[config.mk]
export PLATFORM = sky130hd
export DESIGN_NAME = intake_toggle_jam_guard_top
export DESIGN_NICKNAME = d
export VERILOG_FILES = /design/src/rtl/itjg_pkg.sv /design/src/rtl/itjg_cfg.sv /design/src/rtl/itjg_core.sv /design/src/rtl/intake_toggle_jam_guard_top.sv
export SDC_FILE = /design/constraint.sdc
export NUM_CORES = 1
export LEC_CHECK = 0
export ABC_CLOCK_PERIOD_IN_PS = 11500
export BUFFER_PORTS_ARGS = -buffer_cell sky130_fd_sc_hd__buf_4
export CAP_MARGIN = 20
export CORE_MARGIN = 2
export CORE_UTILIZATION = 40
export DETAILED_ROUTE_END_ITERATION = 8
export GPL_TIMING_DRIVEN = 0
export MAX_ROUTING_LAYER = met4
export PLACE_DENSITY = 0.58
export SLEW_MARGIN = 25
export SYNTH_ARGS = -nofsm -noshare
export SYNTH_HDL_FRONTEND = slang
export SYNTH_SLANG_ARGS = --single-unit
[constraint.sdc]
create_clock -name clk_i -period 11.5 [get_ports clk_i]
set_input_delay 0.575 -clock clk_i [delete_from_list [all_inputs] [get_ports clk_i]]
set_output_delay 0.575 -clock clk_i [all_outputs]
set_load 0.01 [all_outputs]
[src/rtl/itjg_pkg.sv]
// Shared types, constants and helpers for the intake toggle jam guard.
`timescale 1ns / 1ps

package itjg_pkg;

  // Register indexes on the configuration port
  localparam logic [2:0] CfgMinSpeed  = 3'd0;
  localparam logic [2:0] CfgSettleMs  = 3'd1;
  localparam logic [2:0] CfgUnjamMs   = 3'd2;
  localparam logic [2:0] CfgRunPower  = 3'd3;
  localparam logic [2:0] CfgBackPower = 3'd4;

  localparam int unsigned CfgIdxW  = 3;
  localparam int unsigned CfgDataW = 16;

  // Register reset values
  localparam logic [9:0]  MinSpeedRst  = 10'd55;
  localparam logic [15:0] SettleMsRst  = 16'd100;
  localparam logic [15:0] UnjamMsRst   = 16'd500;
  localparam logic [6:0]  RunPowerRst  = 7'd127;
  localparam logic [6:0]  BackPowerRst = 7'd20;

  // Mode codes as seen on the result port
  localparam logic [1:0] ModeCodeStop = 2'd0;
  localparam logic [1:0] ModeCodeIn   = 2'd1;
  localparam logic [1:0] ModeCodeOut  = 2'd2;
  localparam logic [1:0] ModeCodeJam  = 2'd3;

  typedef enum logic [3:0] {
    MODE_STOP = 4'b0001,
    MODE_IN   = 4'b0010,
    MODE_OUT  = 4'b0100,
    MODE_JAM  = 4'b1000
  } mode_e;

  typedef struct packed {
    logic [9:0]  min_speed;
    logic [15:0] settle_ms;
    logic [15:0] unjam_ms;
    logic [6:0]  run_power;
    logic [6:0]  back_power;
  } cfg_t;

  typedef struct packed {
    mode_e              mode;
    logic               pend_in;
    logic [31:0]        start_stamp;
    logic [31:0]        jam_stamp;
    logic signed [7:0]  held_left;
  } state_t;

  typedef struct packed {
    logic               in_press;
    logic               out_press;
    logic signed [10:0] left_speed;
    logic signed [10:0] right_speed;
    logic [31:0]        now_ms;
  } item_t;

  typedef struct packed {
    logic signed [7:0] left_drive;
    logic signed [7:0] right_drive;
    logic [1:0]        mode;
  } result_t;

  function automatic logic [1:0] mode_code(mode_e m);
    logic [1:0] c;
    c = ModeCodeStop;
    unique case (m)
      MODE_STOP: c = ModeCodeStop;
      MODE_IN:   c = ModeCodeIn;
      MODE_OUT:  c = ModeCodeOut;
      MODE_JAM:  c = ModeCodeJam;
      default:   c = ModeCodeStop;
    endcase
    return c;
  endfunction

endpackage

[src/rtl/itjg_cfg.sv]
// Configuration registers of the intake toggle jam guard.
`timescale 1ns / 1ps

module itjg_cfg (
  input  logic                             clk_i,
  input  logic                             rst_ni,
  input  logic                             cfg_we_i,
  input  logic [itjg_pkg::CfgIdxW-1:0]     cfg_idx_i,
  input  logic [itjg_pkg::CfgDataW-1:0]    cfg_data_i,
  output itjg_pkg::cfg_t                   cfg_o
);

  itjg_pkg::cfg_t cfg_q, cfg_d;

  always_comb begin
    cfg_d = cfg_q;
    if (cfg_we_i) begin
      unique case (cfg_idx_i)
        itjg_pkg::CfgMinSpeed:  cfg_d.min_speed  = cfg_data_i[9:0];
        itjg_pkg::CfgSettleMs:  cfg_d.settle_ms  = cfg_data_i[15:0];
        itjg_pkg::CfgUnjamMs:   cfg_d.unjam_ms   = cfg_data_i[15:0];
        itjg_pkg::CfgRunPower:  cfg_d.run_power  = cfg_data_i[6:0];
        itjg_pkg::CfgBackPower: cfg_d.back_power = cfg_data_i[6:0];
        default: ; // unknown index ignored
      endcase
    end
  end

  always_ff @(posedge clk_i or negedge rst_ni) begin
    if (!rst_ni) begin
      cfg_q.min_speed  <= itjg_pkg::MinSpeedRst;
      cfg_q.settle_ms  <= itjg_pkg::SettleMsRst;
      cfg_q.unjam_ms   <= itjg_pkg::UnjamMsRst;
      cfg_q.run_power  <= itjg_pkg::RunPowerRst;
      cfg_q.back_power <= itjg_pkg::BackPowerRst;
    end else begin
      cfg_q <= cfg_d;
    end
  end

  assign cfg_o = cfg_q;

endmodule

[src/rtl/itjg_core.sv]
// Per-tick next-state and result logic: toggles, jam check, jam timeout.
`timescale 1ns / 1ps

module itjg_core (
  input  itjg_pkg::cfg_t    cfg_i,
  input  itjg_pkg::state_t  st_i,
  input  itjg_pkg::item_t   item_i,
  output itjg_pkg::state_t  st_o,
  output itjg_pkg::result_t res_o
);

  logic signed [11:0] thr;
  logic signed [11:0] neg_thr;
  logic signed [11:0] left_ext;
  logic signed [11:0] right_ext;
  logic signed [7:0]  run_p;
  logic signed [7:0]  back_p;
  logic [31:0]        run_time;
  logic [31:0]        jam_time;
  itjg_pkg::state_t   s;

  assign thr       = $signed({2'b00, cfg_i.min_speed});
  assign neg_thr   = -thr;
  assign left_ext  = $signed({item_i.left_speed[10], item_i.left_speed});
  assign right_ext = $signed({item_i.right_speed[10], item_i.right_speed});
  assign run_p     = $signed({1'b0, cfg_i.run_power});
  assign back_p    = $signed({1'b0, cfg_i.back_power});

  always_comb begin
    s = st_i;
    run_time = '0;
    jam_time = '0;

    // in request first, then out acts on the resulting mode
    if (st_i.pend_in || item_i.in_press) begin
      if (s.mode != itjg_pkg::MODE_IN) begin
        s.held_left   = run_p;
        s.start_stamp = item_i.now_ms;
        s.mode        = itjg_pkg::MODE_IN;
      end else begin
        s.held_left = '0;
        s.mode      = itjg_pkg::MODE_STOP;
      end
    end
    s.pend_in = 1'b0;

    if (item_i.out_press) begin
      if (s.mode != itjg_pkg::MODE_OUT) begin
        s.held_left   = -run_p;
        s.start_stamp = item_i.now_ms;
        s.mode        = itjg_pkg::MODE_OUT;
      end else begin
        s.held_left = '0;
        s.mode      = itjg_pkg::MODE_STOP;
      end
    end

    run_time = item_i.now_ms - s.start_stamp;
    if (s.mode == itjg_pkg::MODE_IN && run_time > {16'd0, cfg_i.settle_ms}) begin
      if (left_ext < thr || right_ext > neg_thr) begin
        s.held_left = -back_p;
        s.mode      = itjg_pkg::MODE_JAM;
        s.jam_stamp = item_i.now_ms;
      end
    end

    // jam cleared: stop and queue an in request for the next tick
    jam_time = item_i.now_ms - s.jam_stamp;
    if (s.mode == itjg_pkg::MODE_JAM && jam_time > {16'd0, cfg_i.unjam_ms}) begin
      s.pend_in   = 1'b1;
      s.held_left = '0;
      s.mode      = itjg_pkg::MODE_STOP;
    end
  end

  assign st_o              = s;
  assign res_o.left_drive  = s.held_left;
  assign res_o.right_drive = -s.held_left;
  assign res_o.mode        = itjg_pkg::mode_code(s.mode);

endmodule

[src/rtl/intake_toggle_jam_guard_top.sv]
// Top level of the intake toggle jam guard: input register, tick logic, result register.
`timescale 1ns / 1ps
// Intake toggle jam guard.
// Input channel: one request per control tick (press events, motor speeds,
// millisecond time), moved on in_valid_i && !in_stall_o.
// Output channel: one result per tick (left/right drive, mode), moved on
// out_valid_o && !out_stall_i.
// Configuration: cfg_we_i writes cfg_data_i into register cfg_idx_i
// (0 min_speed, 1 settle_ms, 2 unjam_ms, 3 run_power, 4 back_power);
// write only while no tick is in flight.
// Path: the request sits in the input register, and the tick logic loads the
// result register when the tick advances (result free or not stalled).
// Throughput: one tick per cycle while out_stall_i stays low; the tick logic
// is a few compares and 32-bit subtracts in one pass between the two registers.
// Stall: while the result waits, the input register still takes one more
// request; in_stall_o rises only when both registers are full.
// Reset: mode stopped, held drive zero, no queued press, registers at their
// defaults, both channels empty; the result register is not reset.
module intake_toggle_jam_guard_top (
  input  logic                          clk_i,
  input  logic                          rst_ni,
  input  logic                          cfg_we_i,
  input  logic [itjg_pkg::CfgIdxW-1:0]  cfg_idx_i,
  input  logic [itjg_pkg::CfgDataW-1:0] cfg_data_i,
  input  logic                          in_valid_i,
  output logic                          in_stall_o,
  input  logic                          in_press_i,
  input  logic                          out_press_i,
  input  logic signed [10:0]            left_speed_i,
  input  logic signed [10:0]            right_speed_i,
  input  logic [31:0]                   now_ms_i,
  output logic                          out_valid_o,
  input  logic                          out_stall_i,
  output logic signed [7:0]             left_drive_o,
  output logic signed [7:0]             right_drive_o,
  output logic [1:0]                    mode_o
);

  itjg_pkg::cfg_t    cfg;
  itjg_pkg::item_t   item_q;
  itjg_pkg::state_t  st_q, st_d;
  itjg_pkg::result_t res_d, res_q;
  logic              in_vld_q, in_vld_d;
  logic              out_vld_q, out_vld_d;
  logic              advance;
  logic              in_take;

  itjg_cfg u_cfg (
    .clk_i      (clk_i),
    .rst_ni     (rst_ni),
    .cfg_we_i   (cfg_we_i),
    .cfg_idx_i  (cfg_idx_i),
    .cfg_data_i (cfg_data_i),
    .cfg_o      (cfg)
  );

  itjg_core u_core (
    .cfg_i  (cfg),
    .st_i   (st_q),
    .item_i (item_q),
    .st_o   (st_d),
    .res_o  (res_d)
  );

  assign advance    = in_vld_q && (!out_vld_q || !out_stall_i);
  assign in_stall_o = in_vld_q && !advance;
  assign in_take    = in_valid_i && !in_stall_o;

  always_comb begin
    in_vld_d = in_vld_q;
    if (in_take) begin
      in_vld_d = 1'b1;
    end else if (advance) begin
      in_vld_d = 1'b0;
    end
    out_vld_d = out_vld_q;
    if (advance) begin
      out_vld_d = 1'b1;
    end else if (!out_stall_i) begin
      out_vld_d = 1'b0;
    end
  end

  always_ff @(posedge clk_i or negedge rst_ni) begin
    if (!rst_ni) begin
      in_vld_q          <= 1'b0;
      out_vld_q         <= 1'b0;
      st_q.mode         <= itjg_pkg::MODE_STOP;
      st_q.pend_in      <= 1'b0;
      st_q.start_stamp  <= '0;
      st_q.jam_stamp    <= '0;
      st_q.held_left    <= '0;
    end else begin
      in_vld_q  <= in_vld_d;
      out_vld_q <= out_vld_d;
      if (advance) begin
        st_q <= st_d;
      end
    end
  end

  always_ff @(posedge clk_i) begin
    if (in_take) begin
      item_q.in_press    <= in_press_i;
      item_q.out_press   <= out_press_i;
      item_q.left_speed  <= left_speed_i;
      item_q.right_speed <= right_speed_i;
      item_q.now_ms      <= now_ms_i;
    end
    if (advance) begin
      res_q <= res_d;
    end
  end

  assign out_valid_o   = out_vld_q;
  assign left_drive_o  = res_q.left_drive;
  assign right_drive_o = res_q.right_drive;
  assign mode_o        = res_q.mode;

  // queued in request only follows a jam timeout, which leaves the intake stopped
  a_pend_stopped: assert property (@(posedge clk_i) disable iff (!rst_ni)
    st_q.pend_in |-> st_q.mode == itjg_pkg::MODE_STOP)
    else $error("queued in request while not stopped");

  a_right_neg: assert property (@(posedge clk_i) disable iff (!rst_ni)
    out_valid_o |-> right_drive_o == -left_drive_o)
    else $error("right drive is not the negation of left");

  a_advance_out: assert property (@(posedge clk_i) disable iff (!rst_ni)
    advance |=> out_valid_o)
    else $error("tick advanced but no result shown");

  a_stall_full: assert property (@(posedge clk_i) disable iff (!rst_ni)
    in_stall_o |-> in_vld_q && out_vld_q && out_stall_i)
    else $error("input stalled with room in the pipeline");

endmodule
## After elaboration in Yosys (flattened, before gate mapping)

Index checks and enable logic that the tools add are counted.

- Register bits: 209
- Bits of input ports: 80
- Output and inout bits: 20
- Word-level logic and storage cells: 84

- $add $sub $neg: 6
- $lt $le $gt $ge: 4
- Eq/ne operators: 12
- Mux-type cells: 23
- Reduce and logical (&&, ||, !) cells: 19

Operators by type and width:

| kind | count |
|---|---|
| $mux 32 | 4 |
| $mux 40 | 2 |
| $gt 32x16->1 | 2 |
| $sub 32x32->32 | 2 |
| $mux 8 | 4 |
| $mux 4 | 4 |
| $neg 7->8 | 2 |
| $gt 11x12->1 | 1 |
| $neg 10->12 | 1 |
| $lt 11x11->1 | 1 |
| $reduce_and 2->1 | 5 |
| $eq 4x2->1 const B | 2 |
| $eq 4x4->1 const B | 2 |
| $neg 8->8 | 1 |
| $mux 7 | 1 |
| $eq 3x2->1 const B | 2 |
| $pmux 2 s3 | 1 |
| $logic_and 1x1->1 | 5 |
| $mux 5 | 1 |
| $eq 4x3->1 const B | 1 |
| $logic_not 1->1 | 4 |
| $mux 1 | 4 |
| $ne 4x2->1 const B | 1 |
| $ne 4x3->1 const B | 1 |
| other kinds (8) | 10 |

## Depth between registers and ports, before layout

Gate-level depths: netlist (run 1).

- Depth after elaboration: 16
- Mapped depth: 64
- Depth with buffers taken out: 57

## Modules after synthesis

From an unflattened synthesis (run 1), not the netlist that was laid out.

- Cell total of the unflattened synthesis: 1,504
- Area total of the unflattened synthesis: 15,068.2 sq um

By module, submodules not included:

| module | times used | cells an instance | area an instance (sq um) | seq. area each (sq um) |
|---|---|---|---|---|
| itjg_core | 1 | 1,137 | 7,618.6 | 0.0 |
| intake_toggle_jam_guard_top | 1 | 244 | 5,186.2 | 4,200.3 |
| itjg_cfg | 1 | 123 | 2,263.4 | 1,430.1 |

## Worst setup path before layout (run 1)

Ideal clock, no wire load.

- Kind: flip-flop to flip-flop
- Start: register st_q[75] in the netlist's numbering
- End: register res_q, in the netlist right_drive_o[6] (data pin)
- Library setup time: 262 ps
- Arrival: 12,397 ps
- Data required time: 11,238 ps
- Slack: -1,159 ps
- Cell stages (with the launch flop): 60
- Buffers on the path: 8
- Period minus slack after synthesis: 12,659 ps
- Path through: dfrtp_1 -> clkbuf_1 -> nor4b_1 -> o21bai_1 -> and2_1 -> clkbuf_1 -> buf_1 -> mux2i_1 -> ha_1 -> a21oi_1 -> o21ai_0 -> a221oi_1 -> nand2_1 -> xor2_1 -> ha_1 -> a21oi_1 -> nand2_1 -> a221o_1 -> [... 24 more ...] -> a21o_1 -> a21oi_1 -> o21ai_0 -> a21oi_1 -> a21oi_1 -> a311oi_1 -> a21boi_0 -> o221a_2 -> nand4b_2 -> nor4_2 -> a21oi_2 -> buf_6 -> or2_4 -> ha_1 -> inv_1 -> nor3_1 -> a21oi_1 -> o22ai_1

RTL lines:

| what | line | text |
|---|---|---|
| start, declared | intake_toggle_jam_guard_top.sv:41 | `itjg_pkg::state_t st_q, st_d;` |
| start signal, assigned | intake_toggle_jam_guard_top.sv:97 | `st_q <= st_d;` |
| end signal, assigned | intake_toggle_jam_guard_top.sv:111 | `res_q <= res_d;` |
| end, declared | intake_toggle_jam_guard_top.sv:42 | `itjg_pkg::result_t res_d, res_q;` |

==> key figures, run 1 <==
Status
  • Status: complete, no violations

Logic synthesis
  • Count of cell types in the netlist: 95
  • Share of flip-flops with an asynchronous set or reset: between 60% and 70%
  • Register bit total from synthesis: 208
  • Post-synth top flop: dfrtp_1
  • Syn. warnings: 0
  • Syn_area_per_cell: just over 9 um^2
  • Synth Instances: ~1600
  • Syn_nets: 1789
  • Post-synth EDFFs: 73
  • Post-synthesis sequential area ratio: about 39%
  • Cell Area, Synth: 0.0145 mm^2

Timing
  • Min Hold Slack: approximately 0.18 ns
  • Worst-Margin Slew: 0.981 ns
  • Slew Limit Fails: 0
  • Post-layout min period: between 10 and 15 ns
  • Final Cycle Share: 99.8%
  • RSZ-0062 raised after global routing: yes
  • Fmax: 87.1 MHz
  • Clock Skew: around 0.03 ns
  • Final count of negative-setup-slack endpoints: 0
  • Hold Violations, Final: 0
  • Slew margin rel.: 32.9%
  • TNS Setup: 0 ns

Clock tree
  • Clock Sinks: between 200 and 250
  • H-tree depth: 1
  • Num CTS Buffers: 26
  • Root buffer cell: clkbuf_16
  • Clock-pin slew on the worst setup and hold paths: 0.06 ns
  • CTS Buffer Depth: 3
  • Worst skew pair latency: 0.57 ns
  • CTS tree: yes

Place
  • I/O Buffers: 99
  • HPWL after DPL: 31.6 mm
  • RePlAce Congestion: between 0.9 and 1

Routing
  • Total wire length: between 40 and 50 mm
  • Antenna-violating nets left: 0
  • Via count: roughly 13000
  • TritonRoute pass-1 iters: 6
  • Residual DRC count: 0
  • Routed vias/inst: between 5 and 6
  • Routed length per instance: 19.1 um
  • DRT iter0 DRCs: 875

Critical path
  • Arrival time worst endpoint: 11.80 ns
  • CP max-delay cell: dfstp_2
  • Worst setup SP type: flop
  • Most common cell on crit path: a21oi_2
  • Critical-path maximum fanout: 8
  • WS Path Type: reg2reg
  • Worst Setup SP: st_q[73]
  • CP Capture Type: flop
  • CP peak stage delay: roughly 0.58 ns
  • CP required: 11.82 ns
  • FF-to-FF Start: st_q[73]
  • Worst R2R Path Depth: 59
  • R2r setup slk: 0.02 ns
  • Reg2reg end: right_drive_o[6]
  • Critical Path End: right_drive_o[6]

Global routing
  • Antenna violations before repair: 0
  • Largest net degree at the start of global routing: 74
  • All-layer global routing usage: 22.9%
  • GRT overflow: 0
  • Global-route wire length before repair: 67.7 mm
  • Vias in the first global route: between 10000 and 15000

Final layout
  • Final #Nets: 1977
  • Most common cell after layout, fill and taps aside: nand2_1
  • # fillers: 3317
  • Antenna cells: 0
  • Most frequent cells in the layout: nand2_1 (219), buf_4 (155), o21ai_0 (154)
  • Share of layout cells above drive strength 1: approximately a quarter
  • Layout overhead on the synthesized area: 26.7%

Floorplan
  • Die area: 0.0377 mm^2
  • Area of the core: 0.0356 mm^2
  • Die Ht: 194 um
  • Effective utilization at floorplan: between 40% and 50%
  • Die W: 194 um
  • Standard-cell rows: slightly below 70
  • Num ports: 100

Min path
  • Worst min path class: in2reg

Pwr
  • Power Density: 235 mW/mm^2
  • Leak Pwr: 7.87 nW
  • Maximum vdd drop: between 150 and 200 uV
  • Total power: 4.30 mW

Flow run
  • Max Cap Viol: 0
## power breakdown
| part | internal [mW] | switching [mW] | total, mW |
|---|---|---|---|
| Combinational | 1.03 | 1.35 | 2.38 |
| Sequential | 0.967 | 0.117 | 1.08 |
| Clock | 0.490 | 0.342 | 0.831 |
| Total | 2.49 | 1.81 | 4.30 |
## sequential cells by signal, summed over array words and instances (netlist names)
signal / count
st_q: 77
item_q: 56
u_cfg.cfg_o: 56
left_drive_o: 8
right_drive_o: 7
mode_o: 2
in_vld_q: 1
out_valid_o: 1
## final cells by class
class / instances / area (um^2) / share of cell area (%)
multi-input cells: 1237 / 9220 / 50.4
flip-flops and latches: 208 / 5600 / 30.6
repair buffers: 165 / 1360 / 7.45
clock buffers: 28 / 668 / 3.65
well taps: 461 / 577 / 3.15
plain buffers: 55 / 357 / 1.95
inverters: 84 / 315 / 1.72
clock inverters: 20 / 204 / 1.11
## synth_stat cells, types with 5 or more instances
| library cell | count | area [um^2] |
|---|---|---|
| nand2_1 | 224 | 841 |
| o21ai_0 | 168 | 841 |
| ha_1 | 118 | 1480 |
| dfrtp_1 | 111 | 2780 |
| a21oi_1 | 99 | 495 |
| inv_1 | 83 | 312 |
| nor2_1 | 82 | 308 |
| edfxtp_1 | 73 | 2190 |
| mux2i_1 | 65 | 651 |
| clkbuf_1 | 44 | 165 |
| nor3_1 | 37 | 185 |
| nand3_1 | 36 | 180 |
| a21o_1 | 30 | 225 |
| xnor2_1 | 29 | 254 |
| dfstp_2 | 24 | 631 |
| mux2_2 | 24 | 270 |
| nand4_1 | 21 | 131 |
| xor2_1 | 21 | 184 |
| nand2b_1 | 19 | 119 |
| or3_1 | 17 | 106 |
| a31oi_1 | 16 | 100 |
| nor2b_1 | 16 | 100 |
| and2_1 | 15 | 93.8 |
| nor4_1 | 11 | 68.8 |
| o21a_1 | 10 | 75.1 |
| a211oi_1 | 8 | 60.1 |
| buf_2 | 8 | 40.0 |
| o21ai_1 | 8 | 40.0 |
| o31ai_1 | 8 | 60.1 |
| o2111ai_1 | 7 | 61.3 |
| o211ai_1 | 7 | 52.6 |
| o21bai_1 | 7 | 52.6 |
| o22ai_1 | 7 | 43.8 |
| a211o_1 | 6 | 52.6 |
| a22oi_1 | 6 | 45.0 |
| and3_1 | 6 | 37.5 |
| and4_1 | 6 | 52.6 |
| a21boi_0 | 5 | 37.5 |
| a221oi_1 | 5 | 43.8 |
| buf_1 | 5 | 18.8 |
| maj3_1 | 5 | 50.1 |
| o211a_1 | 5 | 50.1 |
## worst min path at each step
stage | endpoint | slack [ns] | start | depth (start not counted)
after global routing | item_q[41] | 0.16 | right_speed_i[9] | 1
after CTS | item_q[50] | 0.16 | left_speed_i[7] | 1
final | item_q[50] | 0.18 | left_speed_i[7] | 1
after floorplan | in_vld_q | 0.28 | rst_ni | 0
after global placement | st_q[8] | 0.46 | st_q[8] | 2
after detailed placement | st_q[8] | 0.47 | st_q[8] | 2
## metal layers
metal  track usage, %  routed length [um]  up-vias
met5                -                   0        -
met4             6.71                1250        0
met3             2.66                1750       90
met2             37.4               20600      329
met1             30.0               19500     6246
li1                 -                   -     6190
## repair_timing
item / CTS / global route
resized for setup: 127 / 84
setup endpoints to repair: 28 / 28
endpoints found under the hold margin: 41 / 0
gates cloned: 0 / 2
hold buffers: 1 / 0
pin swaps: 70 / 34
setup buffers: 40 / 21
## cell families after synthesis
| kind of cell | Yosys count | synth area share, % |
|---|---|---|
| XOR/XNOR | 50 | 3.03 |
| multiplexers | 90 | 6.45 |
| buffers and inverters | 144 | 3.94 |
| flip-flops | 208 | 38.8 |
| AND/OR/NAND/NOR | 518 | 17.1 |
| AO/OA/AOI/OAI | 454 | 19.9 |
| adder cells (fa/ha/maj) | 125 | 10.8 |
## critical path: cells and delay by family (launching register included)
family | cells | cell delay (ns)
buffers and inverters | 7 | 0.94
multiplexers | 3 | 0.72
AND/OR/NAND/NOR | 13 | 2.21
XOR/XNOR | 2 | 0.32
AO/OA/AOI/OAI | 27 | 4.44
adder cells (fa/ha/maj) | 7 | 1.96
flip-flops | 1 | 0.58
## stage by stage
stage / instance area [um^2] / utilization (%) / worst slack (ns) / instances
floorplan: 14500 / - / 0.0214 / 1589
global placement: 15800 / 44.6 / -2.83 / 2149
detailed placement: 15900 / 44.8 / -2.87 / 2151
CTS: 17700 / 49.8 / -0.111 / 2236
global route: 18300 / 51.5 / -0.570 / 2258
finish: 18300 / 51.5 / 0.0196 / 2258
Power figures use the tool's default switching activity.
==> inputs of run 2 (changes only) <==
Settings changed: BUFFER_PORTS_ARGS -buffer_cell sky130_fd_sc_hd__buf_4 to unset, CTS_BUF_LIST set to sky130_fd_sc_hd__clkbuf_8, DONT_BUFFER_PORTS set to 1, PLACE_DENSITY 0.58 to 0.55.
==> key figures, run 2 (synthesis gave the netlist of run 1 again) <==
Place
  • RePlAce Congestion: 0.907
  • I/O Buffers: 0
  • Post-Place Worst Slack: -2.87 ns
  • HPWL after DPL: 31.8 mm

Timing
  • RSZ-0062 raised after global routing: yes
  • Post-layout min period: 11.49 ns
  • Final Cycle Share: 99.9%
  • Hold Violations, Final: 0
  • Slew Limit Fails: 0
  • Worst-Margin Slew: 0.931 ns
  • Final count of negative-setup-slack endpoints: 0
  • TNS Setup: 0 ns
  • Fmax: slightly below 90 MHz
  • Slew margin rel.: 37.6%
  • Clock Skew: 0.0385 ns
  • Final setup margin: 0.00808 ns

Final layout
  • Most frequent cells in the layout: nand2_1 (221), o21ai_0 (155), dfrtp_1 (109)
  • # fillers: 3370
  • Largest reg by FF count: st_q
  • Share of layout cells above drive strength 1: 18.1%
  • Final #Nets: 1890
  • Layout overhead on the synthesized area: 18.8%
  • Most common cell after layout, fill and taps aside: nand2_1
  • Reg area: 0.00560 mm^2
  • Max reg flops: 77
  • Multi-input gate area: 0.00893 mm^2
  • Layout Utilization: between 40 and 50%
  • Antenna cells: 0

Floorplan
  • Die W: 194 um
  • Effective utilization at floorplan: 40.6%
  • Area of the core: 0.0356 mm^2
  • Standard-cell rows: 69
  • Die Ht: 194 um
  • Die area: 0.0377 mm^2
  • Num ports: 100

Clock tree
  • CTS tree: yes
  • Worst skew pair latency: just over 0.6 ns
  • Num CTS Buffers: 41
  • CTS Buffer Depth: 3
  • Root buffer cell: clkbuf_8
  • H-tree depth: 2
  • Clock Sinks: around 210
  • Clock-pin slew on the worst setup and hold paths: 0.06 ns

Critical path
  • Most common cell on crit path: a21oi_2
  • CP required: 11.84 ns
  • CP peak stage delay: 0.57 ns
  • Worst setup SP type: flop
  • WS Path Type: reg2reg
  • Arrival time worst endpoint: 11.83 ns
  • Critical-path maximum fanout: 10
  • CP Capture Type: flop
  • CP max-delay cell: dfstp_2

Pwr
  • Total power: 4.09 mW
  • Leak Pwr: 7.41 nW
  • Maximum vdd drop: 121 uV
  • Power Density: 238 mW/mm^2

Global routing
  • Largest net degree at the start of global routing: 136
  • All-layer global routing usage: 23.1%
  • GRT overflow: 0
  • Vias in the first global route: 12172
  • Antenna violations before repair: 1
  • Global-route wire length before repair: 67.1 mm

Routing
  • Via count: 12475
  • TritonRoute pass-1 iters: 5
  • DRT iter0 DRCs: 886
  • Routed length per instance: 19.7 um
  • Antenna-violating nets left: 0
  • Total wire length: 43.1 mm
  • Residual DRC count: 0
  • Routed vias/inst: 5.71

Min path
  • Worst min path class: in2reg

Status
  • Status: complete, no violations

Flow run
  • Max Cap Viol: 0
[run 2: changes by cell type in the layout (fill, tap and decap cells not counted), moves of 13 or more]
| cell | before | now |
|---|---|---|
| inv_1 | 82 | 95 |
| clkbuf_8 | 1 | 45 |
| clkbuf_16 | 30 | 2 |
| buf_4 | 155 | 55 |
[run 2: critical path: cells and delay by family, from the launching register on]
family / cells / cell delay (ns)
muxes: 1 / 0.35
and+or+nand+nor: 14 / 2.36
DFF: 1 / 0.57
adders and majority gates: 7 / 1.85
AOI/OAI and AO/OA: 25 / 4.77
buffers and inverters: 6 / 0.74
xor gates and xnor gates: 2 / 0.53
[run 2: power breakdown]
part / switching (mW) / internal (mW) / leakage [nW] / total [mW]
Combinational: 1.29 / 0.945 / 4.63 / 2.24
Clock: 0.352 / 0.409 / 0.463 / 0.761
Sequential: 0.122 / 0.969 / 2.33 / 1.09
[run 2: layout make-up]
cell class / count / share of cell area [%]
Tap cell: 461 / 3.36
Clock inverter: 31 / 1.17
Buffer: 54 / 2.02
Inverter: 84 / 1.84
Clock buffer: 45 / 3.61
Multi-Input combinational cell: 1237 / 52.0
Timing Repair Buffer: 64 / 3.35
Sequential cell: 208 / 32.6
[run 2: timing repair]
item,in CTS,in global routing
endpoints found under the hold margin,135,0
cloned,1,1
pin swaps,43,28
setup buffers,33,26
endpoints found under the setup margin,28,27
gates resized for setup,95,56
hold buffers,2,0
[run 2: path summary, 6_finish.rpt]
kind / from / endpoint / slack (ns) / cells past startpoint
setup / recovery: st_q[73] / right_drive_o[6] / 0.008 / 55
hold / removal: left_speed_i[8] / item_q[51] / 0.04 / 0
setup reg to reg: st_q[73] / right_drive_o[6] / 0.008 / 55
hold reg to reg: st_q[51] / st_q[51] / 0.48 / 2
max in group asynchronous: rst_ni / u_cfg.cfg_o[42] / 10.21 / 2
min in group asynchronous: rst_ni / st_q[35] / 0.58 / 2
[run 2: per-stage QoR]
step | hold slack, ns | area [um^2] | instances
3_5_place_dp | 0.292 | 15100 | 2051
6_report | 0.0415 | 17200 | 2184
2_1_floorplan | 0.279 | 14500 | 1589
4_1_cts | 0.000803 | 16700 | 2159
3_3_place_gp | 0.287 | 15100 | 2050
5_1_grt | 0.00171 | 17200 | 2184
[run 2: metal layers]
| layer | GRT usage (%) | up-vias | routed length [um] |
|---|---|---|---|
| li1 | - | 6017 | - |
| met1 | 30.5 | 6073 | 19800 |
| met2 | 36.9 | 300 | 20300 |
| met3 | 3.74 | 85 | 1860 |
| met4 | 6.20 | 0 | 1060 |
| met5 | - | - | 0 |
